==> src/hw/rtl/tfdr_pkg.sv <==
// ----------------------------------------------------------------------------
// tfdr_pkg
// Shared types and constants of the triangular filter dB response unit.
// ----------------------------------------------------------------------------
package tfdr_pkg;

    localparam int LOG_FRAC = 16;             // fraction bits of log2
    localparam int MW       = 31;             // normalized mantissa, 1.30
    localparam int KW       = 5;              // integer part of log2
    localparam int LGW      = KW + LOG_FRAC;  // log2 word

    localparam logic signed [15:0] FLOOR_Q88   = -16'sd30720;  // -120 dB
    localparam logic signed [15:0] ZERO_HZ_Q88 = -16'sd25600;  // -100 dB

    typedef enum logic [2:0] {
        CFG_SAMPLE_RATE = 3'd0,
        CFG_NUM_BINS    = 3'd1,
        CFG_CENTRE      = 3'd2,
        CFG_LOW_SLOPE   = 3'd3,
        CFG_HIGH_SLOPE  = 3'd4,
        CFG_GAIN        = 3'd5
    } t_cfg_idx;

    // item as it travels along the log2 cells
    typedef struct packed {
        logic [MW-1:0]       ma;
        logic [MW-1:0]       mb;
        logic [LOG_FRAC-1:0] fa;
        logic [LOG_FRAC-1:0] fb;
        logic [KW-1:0]       ka;
        logic [KW-1:0]       kb;
        logic                low;
        logic                zero;
    } t_cell;

endpackage

==> src/hw/rtl/tfdr_log_cell.sv <==
// ----------------------------------------------------------------------------
// tfdr_log_cell
// One squaring step of the log2 fraction for both sides of the ratio.
// ----------------------------------------------------------------------------
module tfdr_log_cell import tfdr_pkg::*; (
    input  logic  i_clk,
    input  logic  i_rst_n,
    input  logic  i_en,
    input  logic  i_valid,
    input  t_cell i_d,
    output logic  o_valid,
    output t_cell o_d
);

    logic [2*MW-1:0] sq_a, sq_b;
    logic [MW:0]     ta, tb;
    t_cell           n_d;

    always_comb begin
        sq_a = i_d.ma * i_d.ma;
        sq_b = i_d.mb * i_d.mb;
        ta   = sq_a[2*MW-1:MW-1];
        tb   = sq_b[2*MW-1:MW-1];
        n_d  = i_d;
        // square reaches 2: halve and emit a one bit
        n_d.ma = ta[MW] ? ta[MW:1] : ta[MW-1:0];
        n_d.mb = tb[MW] ? tb[MW:1] : tb[MW-1:0];
        n_d.fa = {i_d.fa[LOG_FRAC-2:0], ta[MW]};
        n_d.fb = {i_d.fb[LOG_FRAC-2:0], tb[MW]};
    end

    always_ff @(posedge i_clk) begin
        if (!i_rst_n) begin
            o_valid <= 1'b0;
        end else if (i_en) begin
            o_valid <= i_valid;
        end
    end

    always_ff @(posedge i_clk) begin
        if (i_en) begin
            o_d <= n_d;
        end
    end

endmodule

==> config.mk <==
export PLATFORM = sky130hd
export DESIGN_NAME = tfdr_log_cell
export DESIGN_NICKNAME = d
export VERILOG_FILES = /design/src/hw/rtl/tfdr_pkg.sv /design/src/hw/rtl/tfdr_log_cell.sv
export SDC_FILE = /design/constraint.sdc
export NUM_CORES = 2
export LEC_CHECK = 0
export ABC_AREA = 1
export BUFFER_PORTS_ARGS = -buffer_cell sky130_fd_sc_hd__buf_2
export CORE_MARGIN = 10
export CORE_UTILIZATION = 65
export DETAILED_ROUTE_END_ITERATION = 10
export GPL_ROUTABILITY_DRIVEN = 0
export PLACE_DENSITY_LB_ADDON = 0.3
export SETUP_SLACK_MARGIN = 0.1
export SLEW_MARGIN = 15
export SYNTH_ARGS = -nofsm -noshare
export SYNTH_HDL_FRONTEND = slang
export SYNTH_SLANG_ARGS = --single-unit
==> constraint.sdc <==
create_clock -name i_clk -period 9.9 [get_ports i_clk]
set_input_delay 0.99 -clock i_clk [delete_from_list [all_inputs] [get_ports i_clk]]
set_output_delay 0.99 -clock i_clk [all_outputs]
set_load 0.05 [all_outputs]
# Word level (Yosys, flattened, before mapping)
# Index checks and enable logic that the tools add are counted.
op_classes:
  mul: 2
  muxes: 2
op_table:
  columns: ["cell", "count"]
  rows:
  - ["31-bit by 31-bit multiplier with 62-bit output", 2]
  - ["30-bit two-way mux", 2]
word_totals:
  register_bits: 107
  inputBits: 110
  output_inout_bits: 107
  wordCells: 15

# Logic depth before layout (Yosys ltp)
depth:
  depth_word: 2
  mapped_depth: 35
  ltp_nobuf: 32

# Least setup slack after synthesis
# Ideal clock, no wire load.
synth_path:
  path_type: "input-to-reg"
  startpoint: "input port i_d[100] (netlist name)"
  endpoint: "register o_d[96] (netlist name) (data pin)"
  t_arrival_ps: 7285
  slack_ps: 2363
  stages: 30
  path_cell_list: "clkbuf_1 buf_1 nand2_1 fa_1 fa_1 inv_1 fa_1 inv_1 fa_1 inv_1 fa_1 fa_1 fa_1 inv_1 fa_1 inv_1 ha_1 nand2_1 nand2_1 a21oi_1 nand2_1 nand2_1 nand2_1 a21oi_1 nand2_1 nand2_1 nand2_1 buf_4 nand2_1 nand2_1"
synth_rtl:
  columns: ["element", "line", "rtl"]
  rows:
  - ["start: declaration", "tfdr_log_cell.sv:10", "input t_cell i_d,"]
  - ["end signal: assignment", "tfdr_log_cell.sv:42", "o_d <= n_d;"]
  - ["end: declaration", "tfdr_log_cell.sv:12", "output t_cell o_d"]

==> impl_results.rst <==
.. list-table::
   :header-rows: 1

   * - Metric
     - Value
   * - Total setup buffers inserted after CTS
     - 0
   * - Crit path time final
     - 8.53 ns
   * - Maximum number of buffers from clock root to sink
     - 2
   * - CTS buffer count
     - 9
   * - Count of distinct cell types in the synthesized netlist
     - 39
   * - Vias post-DR
     - 47314
   * - Delay of the slowest critical-path stage
     - 0.70 ns
   * - Length of the first detailed-routing pass in iterations
     - 6
   * - Async set-or-reset flop fraction in the synthesized netlist
     - 0%
   * - Initial standard-cell utilization of the core
     - 65.4%
   * - Core Box Area
     - 0.0949 mm^2
   * - Period utilization
     - 86.2%
   * - Number of port buffers
     - 214
   * - Post-CTS Hold Fix Bufs
     - 0
   * - Delay-heaviest family, CP
     - adder cells
   * - Type of element capturing the critical path
     - flip-flop
   * - Die boundary height
     - 329 um
   * - Synthesized area per cell
     - around 8 um^2
   * - Met1 Usage GRT
     - 39.1%
   * - Post-cts repair resize count
     - 0
   * - Combined global-route utilization of all metal layers
     - 29.3%
   * - Global-route wire length before repair
     - between 200 and 300 mm
   * - Fraction of the yosys area taken by sequential cells
     - 5.16%
   * - Final Core Density
     - 67.9%
   * - Count of buffering cells on the critical path with inverters included
     - 4
   * - Critical Path RT
     - 10.03 ns
   * - Final setup fails
     - 0
   * - Area share of the largest cell type after synthesis
     - 48.2%
   * - Most area-consuming cells after synthesis
     - sky130_fd_sc_hd__fa_1 (48%), sky130_fd_sc_hd__inv_1 (16%), sky130_fd_sc_hd__nand2_1 (13%), sky130_fd_sc_hd__ha_1 (11%), sky130_fd_sc_hd__edfxtp_1 (5.1%)
   * - Flip-flop and latch count after synthesis
     - 107
   * - Remaining DRCs
     - 0
   * - Synth area leader
     - sky130_fd_sc_hd__fa_1
   * - Clock tree root driver cell
     - sky130_fd_sc_hd__clkbuf_16
   * - Die area
     - 0.108 mm^2
   * - WP data arrival
     - 8.66 ns
   * - Final setup TNS
     - 0 ns
   * - Crit Path Category
     - in -> reg
   * - First DRT Iteration DRCs
     - approximately 4200
   * - Clock latency of the later-clocked register in the worst-skew pair
     - roughly 0.37 ns
   * - Net count of the mapped netlist
     - 9903
   * - GR Layer Usage met2
     - 48.0%
   * - Via density
     - approximately 5.2
   * - Most frequent cell on the critical path
     - sky130_fd_sc_hd__nand2_1
   * - Setup repair after global routing missed its margin
     - false
   * - Count of nets after finishing
     - ~10000
   * - Max-capacitance violation count
     - 0
   * - Global-route layer with the greatest usage
     - met2
   * - Final hold violations
     - 0
   * - Outcome
     - completed
   * - Number of enable flip-flop cells after synthesis
     - 106
   * - Rel. slew slack
     - approximately 34%
   * - Share of post-route cells with drive strength above 1
     - 3.75%
   * - Overflow after GRT
     - 0
   * - Most common cell in the netlist
     - sky130_fd_sc_hd__inv_1
   * - Setup slack at placement
     - approximately 1.1 ns
   * - Top cells by instance count after synthesis
     - sky130_fd_sc_hd__inv_1 (2653), sky130_fd_sc_hd__nand2_1 (2085), sky130_fd_sc_hd__fa_1 (1494)
   * - Layout overhead on the synthesized area
     - 3.76%
   * - CP startpoint kind
     - input port
   * - H-tree level count
     - 3
   * - Die extent in x
     - 329 um
   * - Sum of routed wire length over all layers
     - 150 mm
   * - Setup ws final
     - 1.37 ns
   * - Placed Instance Area
     - 0.0641 mm^2
   * - ANT nets after route
     - 0
   * - Synth warnings
     - 0
   * - Slowest cell on the critical path
     - sky130_fd_sc_hd__buf_2
   * - Critical Path Fanout Max
     - 33
   * - Number of standard cells after synthesis
     - approximately 7800
   * - Clock tree from TritonCTS
     - yes
   * - Maximum number of pins on one net before global-route repair
     - 77
   * - Layout Cell Area excl Fill
     - 0.0644 mm^2
   * - HPWL after detailed placement
     - 128 mm
   * - Via count of the first global-routing pass
     - a little over 50000
   * - Antenna violations before repair
     - 1
   * - Pins over their slew limit
     - 0
   * - Worst min path class
     - reg -> reg
   * - Met3 usage
     - 6.65%
   * - Slew @ Worst Pin
     - 0.993 ns
   * - Dominant register cell in the synthesized netlist
     - sky130_fd_sc_hd__edfxtp_1
   * - Achievable clock frequency
     - 117 MHz
   * - Area of the mapped netlist
     - roughly 0.062 mm^2
   * - Top-level port count
     - 217
   * - Worst clock skew
     - 0 ns
   * - Number of cell rows
     - 113
   * - Clock input transition at the sequential cells of the worst setup and hold paths
     - 0.08 ns
   * - Clock tree sinks
     - 107
   * - Detail-routed net length per standard cell
     - around 17 um
per-stage QoR:
step,std cells,hold slack [ns]
2_1_floorplan,7765,0.753
3_3_place_gp,9066,0.525
3_5_place_dp,9066,0.535
4_1_cts,9082,0.556
5_1_grt,9083,0.639
6_report,9085,0.545
metal layers:
metal / part of all wire, % / vias to the layer above
met1: 39 / 23165
met4: 2.7 / 0
li1: - / 21682
met3: 11 / 313
met2: 48 / 2154
met5: 0 / -
worst min-delay path, stage by stage (launching register included):
cell and delay, ns:
sky130_fd_sc_hd__dfxtp_1 0.32, sky130_fd_sc_hd__o21ai_0 0.08, sky130_fd_sc_hd__a21oi_1 0.11
cell usage in the layout, fill, tap and decap left out, types with 2 or more instances in the layout:
cell and n:
sky130_fd_sc_hd__xor2_1 38, sky130_fd_sc_hd__o21ai_0 34, sky130_fd_sc_hd__nor4_1 2, sky130_fd_sc_hd__and3_1 4
sky130_fd_sc_hd__or2_2 7, sky130_fd_sc_hd__o21bai_1 26, sky130_fd_sc_hd__xnor2_1 22, sky130_fd_sc_hd__fa_1 1494
sky130_fd_sc_hd__inv_1 2653, sky130_fd_sc_hd__a21oi_1 118, sky130_fd_sc_hd__nand2_2 15, sky130_fd_sc_hd__a21o_1 5
sky130_fd_sc_hd__clkinv_8 3, sky130_fd_sc_hd__nand4_1 26, sky130_fd_sc_hd__and2_1 9, sky130_fd_sc_hd__nor2_1 212
sky130_fd_sc_hd__ha_1 534, sky130_fd_sc_hd__nand3_1 131, sky130_fd_sc_hd__diode_2 3, sky130_fd_sc_hd__nor3_1 16
sky130_fd_sc_hd__a21boi_0 3, sky130_fd_sc_hd__a31o_2 4, sky130_fd_sc_hd__buf_2 213, sky130_fd_sc_hd__buf_4 25
sky130_fd_sc_hd__nand2_1 2085, sky130_fd_sc_hd__edfxtp_1 106, sky130_fd_sc_hd__nor2_2 5, sky130_fd_sc_hd__nand3b_1 3
sky130_fd_sc_hd__inv_6 3, sky130_fd_sc_hd__a21oi_2 2, sky130_fd_sc_hd__clkbuf_16 9
final timing paths:
| path | startpoint | endpoint | slack (ns) | depth (start not counted) |
|---|---|---|---|---|
| max | i_d[92] | o_d[97]$_DFFE_PP_ | 1.37 | 28 |
| min reg2reg | o_valid$_SDFFE_PN0P_ | o_valid$_SDFFE_PN0P_ | 0.54 | 2 |
| max reg2reg | o_valid$_SDFFE_PN0P_ | o_valid$_SDFFE_PN0P_ | 9.24 | 2 |
| min | o_valid$_SDFFE_PN0P_ | o_valid$_SDFFE_PN0P_ | 0.54 | 2 |
area by class of cell:
| cell class | instances | area (um^2) |
|---|---|---|
| multi-input combinational | 4801 | 48100 |
| fill | 7630 | 30500 |
| inverter | 2655 | 9970 |
| sequential | 107 | 3200 |
| tap | 1265 | 1580 |
| timing repair buffer | 238 | 1250 |
| clock buffer | 9 | 225 |
| clock inverter | 7 | 91.3 |
| antenna | 3 | 7.51 |
state kept, by name, indices dropped and copies added (netlist names):
name / cells
o_d: 106
o_valid: 1
cell families (layout without fill, tap and decap cells):
kind of cell    after synthesis  count (layout)  synth area share [%]
xor+xnor                     60              60                 0.847
buf+inv                    2857            2909                  17.4
other cells                   0               3                     0
compound gates              193             193                  1.73
flops                       107             107                  5.16
simple gates               2520            2520                  15.9
fa+ha+maj                  2028            2028                  59.0
Power is left out: the tool's default activity adds up to more than one toggle a clock period on the data nets, which glitch-free logic cannot reach.
