`src/hw/rtl/tfdr_pkg.sv`:
```
// ----------------------------------------------------------------------------
// tfdr_pkg
// Shared types and constants of the triangular filter dB response unit.
// ----------------------------------------------------------------------------
package tfdr_pkg;

    localparam int LOG_FRAC = 16;             // fraction bits of log2
    localparam int MW       = 31;             // normalized mantissa, 1.30
    localparam int KW       = 5;              // integer part of log2
    localparam int LGW      = KW + LOG_FRAC;  // log2 word

    localparam logic signed [15:0] FLOOR_Q88   = -16'sd30720;  // -120 dB
    localparam logic signed [15:0] ZERO_HZ_Q88 = -16'sd25600;  // -100 dB

    typedef enum logic [2:0] {
        CFG_SAMPLE_RATE = 3'd0,
        CFG_NUM_BINS    = 3'd1,
        CFG_CENTRE      = 3'd2,
        CFG_LOW_SLOPE   = 3'd3,
        CFG_HIGH_SLOPE  = 3'd4,
        CFG_GAIN        = 3'd5
    } t_cfg_idx;

    // item as it travels along the log2 cells
    typedef struct packed {
        logic [MW-1:0]       ma;
        logic [MW-1:0]       mb;
        logic [LOG_FRAC-1:0] fa;
        logic [LOG_FRAC-1:0] fb;
        logic [KW-1:0]       ka;
        logic [KW-1:0]       kb;
        logic                low;
        logic                zero;
    } t_cell;

endpackage

```
`src/hw/rtl/tfdr_norm.sv`:
```
// ----------------------------------------------------------------------------
// tfdr_norm
// Leading-one search and normalization of a value to a 1.30 mantissa.
// ----------------------------------------------------------------------------
module tfdr_norm import tfdr_pkg::*; (
    input  logic [MW-1:0] i_x,
    output logic [KW-1:0] o_k,
    output logic [MW-1:0] o_m
);

    always_comb begin
        o_k = '0;
        for (int i = 0; i < MW; i++) begin
            if (i_x[i]) begin
                o_k = KW'(i);
            end
        end
        o_m = i_x << (KW'(MW - 1) - o_k);
    end

endmodule

```
`config.mk`:
```
export PLATFORM = sky130hd
export DESIGN_NAME = tfdr_norm
export DESIGN_NICKNAME = d
export VERILOG_FILES = /design/src/hw/rtl/tfdr_pkg.sv /design/src/hw/rtl/tfdr_norm.sv
export SDC_FILE = /design/constraint.sdc
export NUM_CORES = 1
export LEC_CHECK = 0
export BUFFER_PORTS_ARGS = -buffer_cell sky130_fd_sc_hd__buf_4
export CAP_MARGIN = 20
export CORE_ASPECT_RATIO = 1.75
export CORE_MARGIN = 5
export CORE_UTILIZATION = 57
export DETAILED_ROUTE_END_ITERATION = 10
export PLACE_DENSITY = 0.85
export REMOVE_ABC_BUFFERS = 1
export SYNTH_ARGS = -nofsm -noshare
export SYNTH_HDL_FRONTEND = slang
export SYNTH_SLANG_ARGS = --single-unit
```
`constraint.sdc`:
```
create_clock -name vclk -period 6.4
set_input_delay 1.28 -clock vclk [all_inputs]
set_output_delay 1.28 -clock vclk [all_outputs]
set_load 0.02 [all_outputs]
```
== After elaboration in Yosys (flattened, before gate mapping) ==
Cells that the tools add are included.

* Mux-type cells: 30
* $add $sub $neg: 1
* Shift-type cells: 1

{| class="wikitable"
|+ Operators with widths
! kind !! number
|-
| 2-to-1 mux 5 bit || 29
|-
| left shift 31 x 5 -> 31 bit || 1
|-
| subtractor 5 bit, first input constant || 1
|-
| 2-to-1 mux 1 bit || 1
|}

* Register bits: 0
* Output and inout port bits: 36
* Input port bits: 31
* Logic and storage cells: 32

== Logic depth before layout (Yosys ltp) ==
Gate-level depths: netlist (run 1).

* Depth after elaboration: 32
* Mapped depth: 16
* Mapped depth without buffers: 12

== Worst setup path after synthesis (run 1) ==
OpenSTA, ideal clock, no wires.

* Path type: input-to-output
* Start point: input i_x[29]
* End point: output o_m[30]
* Buffers on the path: 4
* Stages: 13
* Path slack: 0.001 ns
* Required time: 5.120 ns
* Arrival time: 5.119 ns
* Path through: buf_4 -> nor2b_1 -> a2111oi_4 -> o211ai_2 -> o211ai_2 -> inv_2 -> buf_2 -> ha_1 -> clkbuf_1 -> clkbuf_1 -> mux4_2 -> and3_1 -> nor4_1

* Cells in the longest elaborated chain, start to end: 4

{| class="wikitable"
|+ Ends and longest elaborated chain
! what !! RTL line !! source
|-
| from (decl) || tfdr_norm.sv:6 || <nowiki>input logic [MW-1:0] i_x,</nowiki>
|-
| 2-to-1 mux 5 bit (2 in a row) || tfdr_norm.sv:14 || <nowiki>if (i_x[i]) begin</nowiki>
|-
| net o_k[0] || tfdr_norm.sv:7 || <nowiki>output logic [KW-1:0] o_k,</nowiki>
|-
| subtractor 5 bit || tfdr_norm.sv:18 || <nowiki>o_m = i_x << (KW'(MW - 1) - o_k);</nowiki>
|-
| left shift 31 x 5 -> 31 bit || tfdr_norm.sv:18 ||
|-
| to (decl) || tfdr_norm.sv:8 || <nowiki>output logic [MW-1:0] o_m</nowiki>
|}

The timed path passes the listed nets, and every way through them passes these cells.

== Worst setup path after layout (run 1) ==
* Start point: input i_x[16]
* End point: output o_m[24]

* Cells in the longest elaborated chain, start to end: 17

{| class="wikitable"
|+ Ends and longest elaborated chain
! what !! RTL line
|-
| 2-to-1 mux 5 bit (15 in a row) || tfdr_norm.sv:14
|-
| subtractor 5 bit || tfdr_norm.sv:18
|-
| left shift 31 x 5 -> 31 bit * || tfdr_norm.sv:18
|}

Every way passes the cells marked *; elsewhere a longest branch is shown, timed or not.

==> results of run 1 <==
==> layout by cell type (no fill, tap or decap), types with 3 or more instances in the layout <==
| cell | n |
|---|---|
| a221oi_1 | 4 |
| mux2i_1 | 27 |
| nor2b_1 | 3 |
| nand2_1 | 31 |
| nor2_1 | 38 |
| and3_1 | 3 |
| mux2_2 | 11 |
| a2111oi_0 | 3 |
| nand3_1 | 7 |
| o21ai_0 | 20 |
| o211ai_1 | 7 |
| a21o_1 | 4 |
| a31oi_1 | 4 |
| or3_1 | 4 |
| nor3_1 | 11 |
| and2_1 | 4 |
| o2bb2ai_1 | 3 |
| nand2b_1 | 7 |
| o221ai_1 | 3 |
| a211oi_1 | 6 |
| o22ai_1 | 11 |
| or4_1 | 3 |
| buf_4 | 79 |
| a21oi_1 | 20 |
| inv_1 | 17 |
| a221o_1 | 3 |
| mux4_2 | 17 |
| nor4_1 | 6 |
==> power breakdown <==
part           leakage [nW]  switching (mW)  internal, mW  total [mW]
combinational          1.36           0.279         0.206       0.485
clock                     0               0             0           0
sequential                0               0             0           0
total                  1.36           0.279         0.206       0.485
==> layout make-up <==
cell class	count	area, um^2	share of cell area [%]
multi-input combinational	301	2370	76.3
timing repair buffer	80	606	19.5
inverter	18	67.6	2.17
tap	51	63.8	2.05
==> logic make-up (layout without fill, tap and decap cells) <==
kind of cell / count (synthesis) / after routing
AOI/OAI and AO/OA: 119 / 119
buffers and inverters: 52 / 98
muxes: 57 / 57
and+or+nand+nor: 120 / 120
xor gates and xnor gates: 4 / 4
adders and majority gates: 1 / 1
==> per-stage QoR <==
| stage | power (mW) | hold slack, ns | TNS, ns | setup slack [ns] |
|---|---|---|---|---|
| 6_report | 0.485 | 3.01 | 0 | 0.319 |
| 2_1_floorplan | 0.298 | 2.74 | -24.54 | -1.12 |
| 3_5_place_dp | 0.479 | 3.01 | 0 | 0.376 |
| 4_1_cts | 0.480 | 3.01 | 0 | 0.369 |
| 3_3_place_gp | 0.474 | 3.01 | 0 | 0.446 |
| 5_1_grt | 0.519 | 3.03 | 0 | 0.130 |
==> metal layers <==
metal	global-route usage (%)	wire (um)	vias to the layer above
met2	56.3	5000	210
li1	-	-	1472
met5	0	0	-
met1	38.8	3250	1519
met4	19.2	637	0
met3	2.47	797	53
==> worst max path at each step <==
| stage | startpoint | end | slack, ns | depth (start not counted) |
|---|---|---|---|---|
| 2_1_floorplan | i_x[25] | o_m[30] | -1.12 | 12 |
| 3_3_place_gp | i_x[16] | o_m[24] | 0.45 | 11 |
| 3_5_place_dp | i_x[25] | o_m[24] | 0.38 | 12 |
| 4_1_cts | i_x[25] | o_m[24] | 0.37 | 12 |
| 5_1_grt | i_x[29] | o_m[30] | 0.13 | 13 |
| 6_report | i_x[16] | o_m[24] | 0.32 | 11 |
==> qor.csv, run 1 <==
stage,metric,value,unit
synth,yosys.area.top_type_share,14.7,%
grt,antenna_found_initial,0,
worst_setup_path,cpMaxStageDelayCell,mux4_2,
drt,drtIter0Drc,240,
drt,drt.antenna.violating_nets,0,
timing,finalHoldViolCount,0,
worst_setup_path,path_max_fanout,12,
power,peakVddDrop,0.000112,V
final_layout,final_area,3110,um^2
grt,gr-total-overflow,0,
timing,grt_setup_unrepaired,false,
drt,avgRoutedWirePerCell,21.5,um
final_layout,antenna_cells,0,
power,p_leak,1.36,nW
synth,synth_compound_area_share,33.7,%
worst_setup_path,cp_cell_sequence,buf_4 -> nor2_1 -> o31a_1 -> o311ai_0 -> o211ai_1 -> ha_1 -> xnor2_4 -> mux4_2 -> mux2_2 -> a221oi_2 -> buf_4,
placed_design,hpwl,7770,um
final_layout,post-route-util,70.6,%
outcome,status,completed,
power,power_density,156,nW/um^2
worst_setup_path,cpMostUsedCell,buf_4,
floorplan,die-area,6070,um^2
synth,syn_inst,353,
final_layout,nets,433,
timing,fmax,0.164,GHz
synth,synth_simple_gate_area_share,21.7,%
clock_network,post_cts_buffers,0,
timing,worst_pin_slew,0.845,ns
synth,synth-xor-area-share,3.08,%
final_layout,drive_above_1_share,30.3,%
placed_design,gp_congestion,0.962,
synth,yosys.area_share.adder,0.481,%
min_path,min_from,i_x[0],
worst_setup_path,critPathMaxStageDelay,0.58,ns
synth,synth.area.top_cells,"mux4_2 15%, mux2i_1 10%, nor2_1 5.5%",
drt,via_per_inst,7.23,
final_layout,seq_cell_count,0,
final_layout,fin_cells,450,
min_path,worstHoldEndpoint,o_m[0],
worst_setup_path,crit_buf_inv,2,
worst_setup_path,startpoint_type,input port,
drt,drc_errors,0,
min_path,hold_class,input port to primary output,
synth,yosysMostFrequentCell,nor2_1,
floorplan,ios,67,
worst_setup_path,cp_top_family,compound AO/OA/AOI/OAI gates,
final_layout,clock_buffers,0,
clock_network,cts_resized,0,
timing,final.min_clock_period,6.08,ns
placed_design,dp.cells,449,
drt,dr.pass1.iters,5,
synth,ys_seq_area_share,0,%
synth,ys_types,63,
clock_network,cts.hold.buffers_added,0,
floorplan,initial_core_util,59.1,%
worst_setup_path,worstSetupEndpointType,primary output,
final_layout,nFillCells,404,
synth,post_synth.cell_area_avg,7.37,um^2
final_layout,seq_area,0,um^2
placed_design,placed_area,3100,um^2
synth,yosysTopAreaCell,mux4_2,
timing,timing.slew.headroom,43.1,%
drt,vias,3254,
drt,finalWirelength,9680,um
worst_setup_path,arrival,4.80,ns
floorplan,rows,32,
worst_setup_path,critPathKind,input port to primary output,
synth,synth_commonest_cells,"38 x nor2_1, 31 x nand2_1, 27 x mux2i_1",
placed_design,port_buffers,67,
timing,fin_crit_sh,95.0,%
floorplan,coreArea,4400,um^2
job,max_cap_viol_count,0,
min_path,min_path_cells,4,
grt,grt_use_total,33.1,%
synth,synthMuxAreaShare,31.9,%
timing,setup_viol,0,
synth,synth_top_family_by_area,compound AO/OA/AOI/OAI gates,
floorplan,fp.dieW,61.1,um
synth,netlist_area,2600,um^2
grt,grt_pass1_vias,3205,
final_layout,area_growth,19.5,%
synth,synth_warnings,0,
floorplan,die_y,99.4,um
worst_setup_path,worst_ep_required_time,5.12,ns
grt,grt_max_degree,32,
grt,grt_pass1_wl,15800,um
timing,finalMaxSlewViolations,0,
Power figures use the tool's default switching activity.
==> run 2: changes to the inputs <==
Settings changed: CORE_UTILIZATION 57 to 43, PLACE_DENSITY 0.85 to 0.67.
==> run 2 against run 1 <==
- worst hold slack gained 0.0018 ns
- critical path depth grew 1
- die area grew 28%
- non-clock buffer count shrank 1
- sequential share of layout area is the same
- critical path type unchanged
- critical endpoint is now o_m[25]
==> qor.csv, run 2 (synthesis results as in run 1) <==
stage,metric,value,unit,change
worst_setup_path,critPathMaxStageDelay,0.52,ns,was 0.58 ns
worst_setup_path,critPathKind,input port to primary output,,unchanged
timing,finalMaxSlewViolations,0,,unchanged
timing,worst_slack,0.409,ns,was 0.319 ns
placed_design,placed_area,3130,um^2,was 3100 um^2
floorplan,initial_core_util,44.2,%,was 59.1%
placed_design,preCtsSetupSlack,0.420,ns,was 0.376 ns
floorplan,die-area,7770,um^2,was 6070 um^2
drt,drt.antenna.violating_nets,0,,unchanged
floorplan,ios,67,,unchanged
clock_network,post_cts_buffers,0,,unchanged
floorplan,coreArea,5880,um^2,was 4400 um^2
grt,grt_pass1_vias,3126,,"was 3,205"
final_layout,antenna_cells,0,,unchanged
placed_design,gp_congestion,0.988,,was 0.962
timing,setup_viol,0,,unchanged
drt,vias,3172,,"was 3,254"
outcome,status,completed,,unchanged
drt,avgRoutedWirePerCell,20.8,um,was 21.5 um
min_path,min_path_cells,4,,unchanged
final_layout,seq_area,0,um^2,unchanged
placed_design,hpwl,7970,um,was 7770 um
floorplan,die_y,113,um,was 99.4 um
timing,worst_pin_slew,0.921,ns,was 0.845 ns
power,p_leak,1.34,nW,was 1.36 nW
final_layout,seq_cell_count,0,,unchanged
power,pwr-share-comb,100.0,%,about the same
power,finalPower,486,uW,was 485 uW
drt,finalWirelength,9900,um,was 9680 um
worst_setup_path,startpoint,i_x[16],,unchanged
placed_design,dp.cells,476,,was 449
worst_setup_path,cp_top_family,compound AO/OA/AOI/OAI gates,,unchanged
power,clock_power_share,0,%,about the same
grt,antenna_found_initial,0,,unchanged
worst_setup_path,cpMaxStageDelayCell,mux4_2,,unchanged
power,peakVddDrop,0.0000504,V,was 0.000112 V
power,p_int,206,uW,about the same
timing,timing.slew.headroom,37.0,%,was 43.1%
clock_network,cts_resized,0,,unchanged
worst_setup_path,crit_cells,12,,was 11
grt,grt_max_degree,32,,unchanged
final_layout,final_cell_mix,"79 x buf_4, 38 x nor2_1, 31 x nand2_1",,unchanged
final_layout,nFillCells,619,,was 404
worst_setup_path,cp_cell_sequence,buf_4 -> nor2_1 -> o31a_1 -> o311ai_0 -> o211ai_1 -> ha_1 -> xnor2_4 -> mux2i_1 -> mux4_2 -> mux2i_1 -> a221o_1 -> buf_4,,was buf_4 -> nor2_1 -> o31a_1 -> o311ai_0 -> o211ai_1 -> ha_1 -> xnor2_4 -> mux4_2 -> mux2_2 -> a221oi_2 -> buf_4
worst_setup_path,crit_buf_inv,2,,unchanged
timing,final.min_clock_period,5.99,ns,was 6.08 ns
final_layout,post-route-util,53.2,%,was 70.6%
final_layout,clock_buffers,0,,unchanged
drt,dr.pass1.iters,5,,unchanged
grt,grt_use_total,25.7,%,was 33.1%
power,power_density,155,nW/um^2,was 156 nW/um^2
job,max_cap_viol_count,0,,unchanged
worst_setup_path,cp-endpoint,o_m[25],,was o_m[24]
min_path,hold_class,input port to primary output,,unchanged
drt,drc_errors,0,,unchanged
timing,holdWs,3.01,ns,about the same
power,p_switching,280,uW,was 279 uW
timing,grt_setup_unrepaired,false,,unchanged
clock_network,cts.hold.buffers_added,0,,unchanged
worst_setup_path,worstSetupEndpointType,primary output,,unchanged
power,switching_share,57.6,%,was 57.5%
final_layout,fin_cells,476,,was 450
worst_setup_path,worst_ep_required_time,5.12,ns,about the same
drt,via_per_inst,6.66,,was 7.23
final_layout,final_common_cell,buf_4,,unchanged
timing,finalHoldViolCount,0,,unchanged
timing,fmax,0.167,GHz,was 0.164 GHz
worst_setup_path,path_max_fanout,12,,unchanged
floorplan,rows,37,,was 32
drt,drtIter0Drc,212,,was 240
final_layout,drive_above_1_share,30.4,%,was 30.3%
grt,grt_pass1_wl,15700,um,"was 15,800 um"
final_layout,area_growth,20.3,%,was 19.5%
timing,tns,0,ns,unchanged
final_layout,final_area,3130,um^2,was 3110 um^2
power,p_seq_share,0,%,about the same
timing,fin_crit_sh,93.6,%,was 95.0%
placed_design,port_buffers,67,,unchanged
worst_setup_path,arrival,4.71,ns,was 4.80 ns
grt,gr-total-overflow,0,,unchanged
final_layout,multi_input_area,2370,um^2,unchanged
worst_setup_path,startpoint_type,input port,,unchanged
final_layout,nets,432,,was 433
floorplan,fp.dieW,68.8,um,was 61.1 um
## run 2: cell count changes in the layout (fill, tap and decap cells not counted)
cell | before | now
dlymetal6s2s_1 | 1 | 0
## run 2: layout make-up
cell class	instances	share of cell area, %
Inverter	18	2.16
Tap cell	78	3.12
Multi-Input combinational cell	301	75.8
Timing Repair Buffer	79	18.9
## run 2: worst min-delay path by stage
stage            from      to  slack (ns)
2_1_floorplan  i_x[0]  o_m[0]        2.74
3_3_place_gp   i_x[0]  o_m[0]        3.00
3_5_place_dp   i_x[0]  o_m[0]        3.01
4_1_cts        i_x[0]  o_m[0]        3.01
5_1_grt        i_x[0]  o_m[0]        3.04
6_report       i_x[0]  o_m[0]        3.01
## run 2: layer usage
layer | wire [um] | global-route usage [%] | vias up
met5 | 0 | 0 | -
met4 | 670 | 15.8 | 0
met3 | 531 | 1.39 | 47
met2 | 4990 | 43.1 | 157
met1 | 3710 | 30.8 | 1495
li1 | - | - | 1473
## run 2: worst min-delay path, delay by kind of cell
| kind | cells | cell delay (ns) |
|---|---|---|
| buffers and inverters | 2 | 0.29 |
| AND/OR/NAND/NOR | 2 | 0.16 |
## run 2: power by group through the flow
stage / combinational (mW) / sequential (mW) / clock (mW)
final: 0.486 / 0 / 0
after global placement: 0.479 / 0 / 0
after detailed placement: 0.482 / 0 / 0
after floorplan: 0.298 / 0 / 0
after global routing: 0.520 / 0 / 0
after CTS: 0.483 / 0 / 0
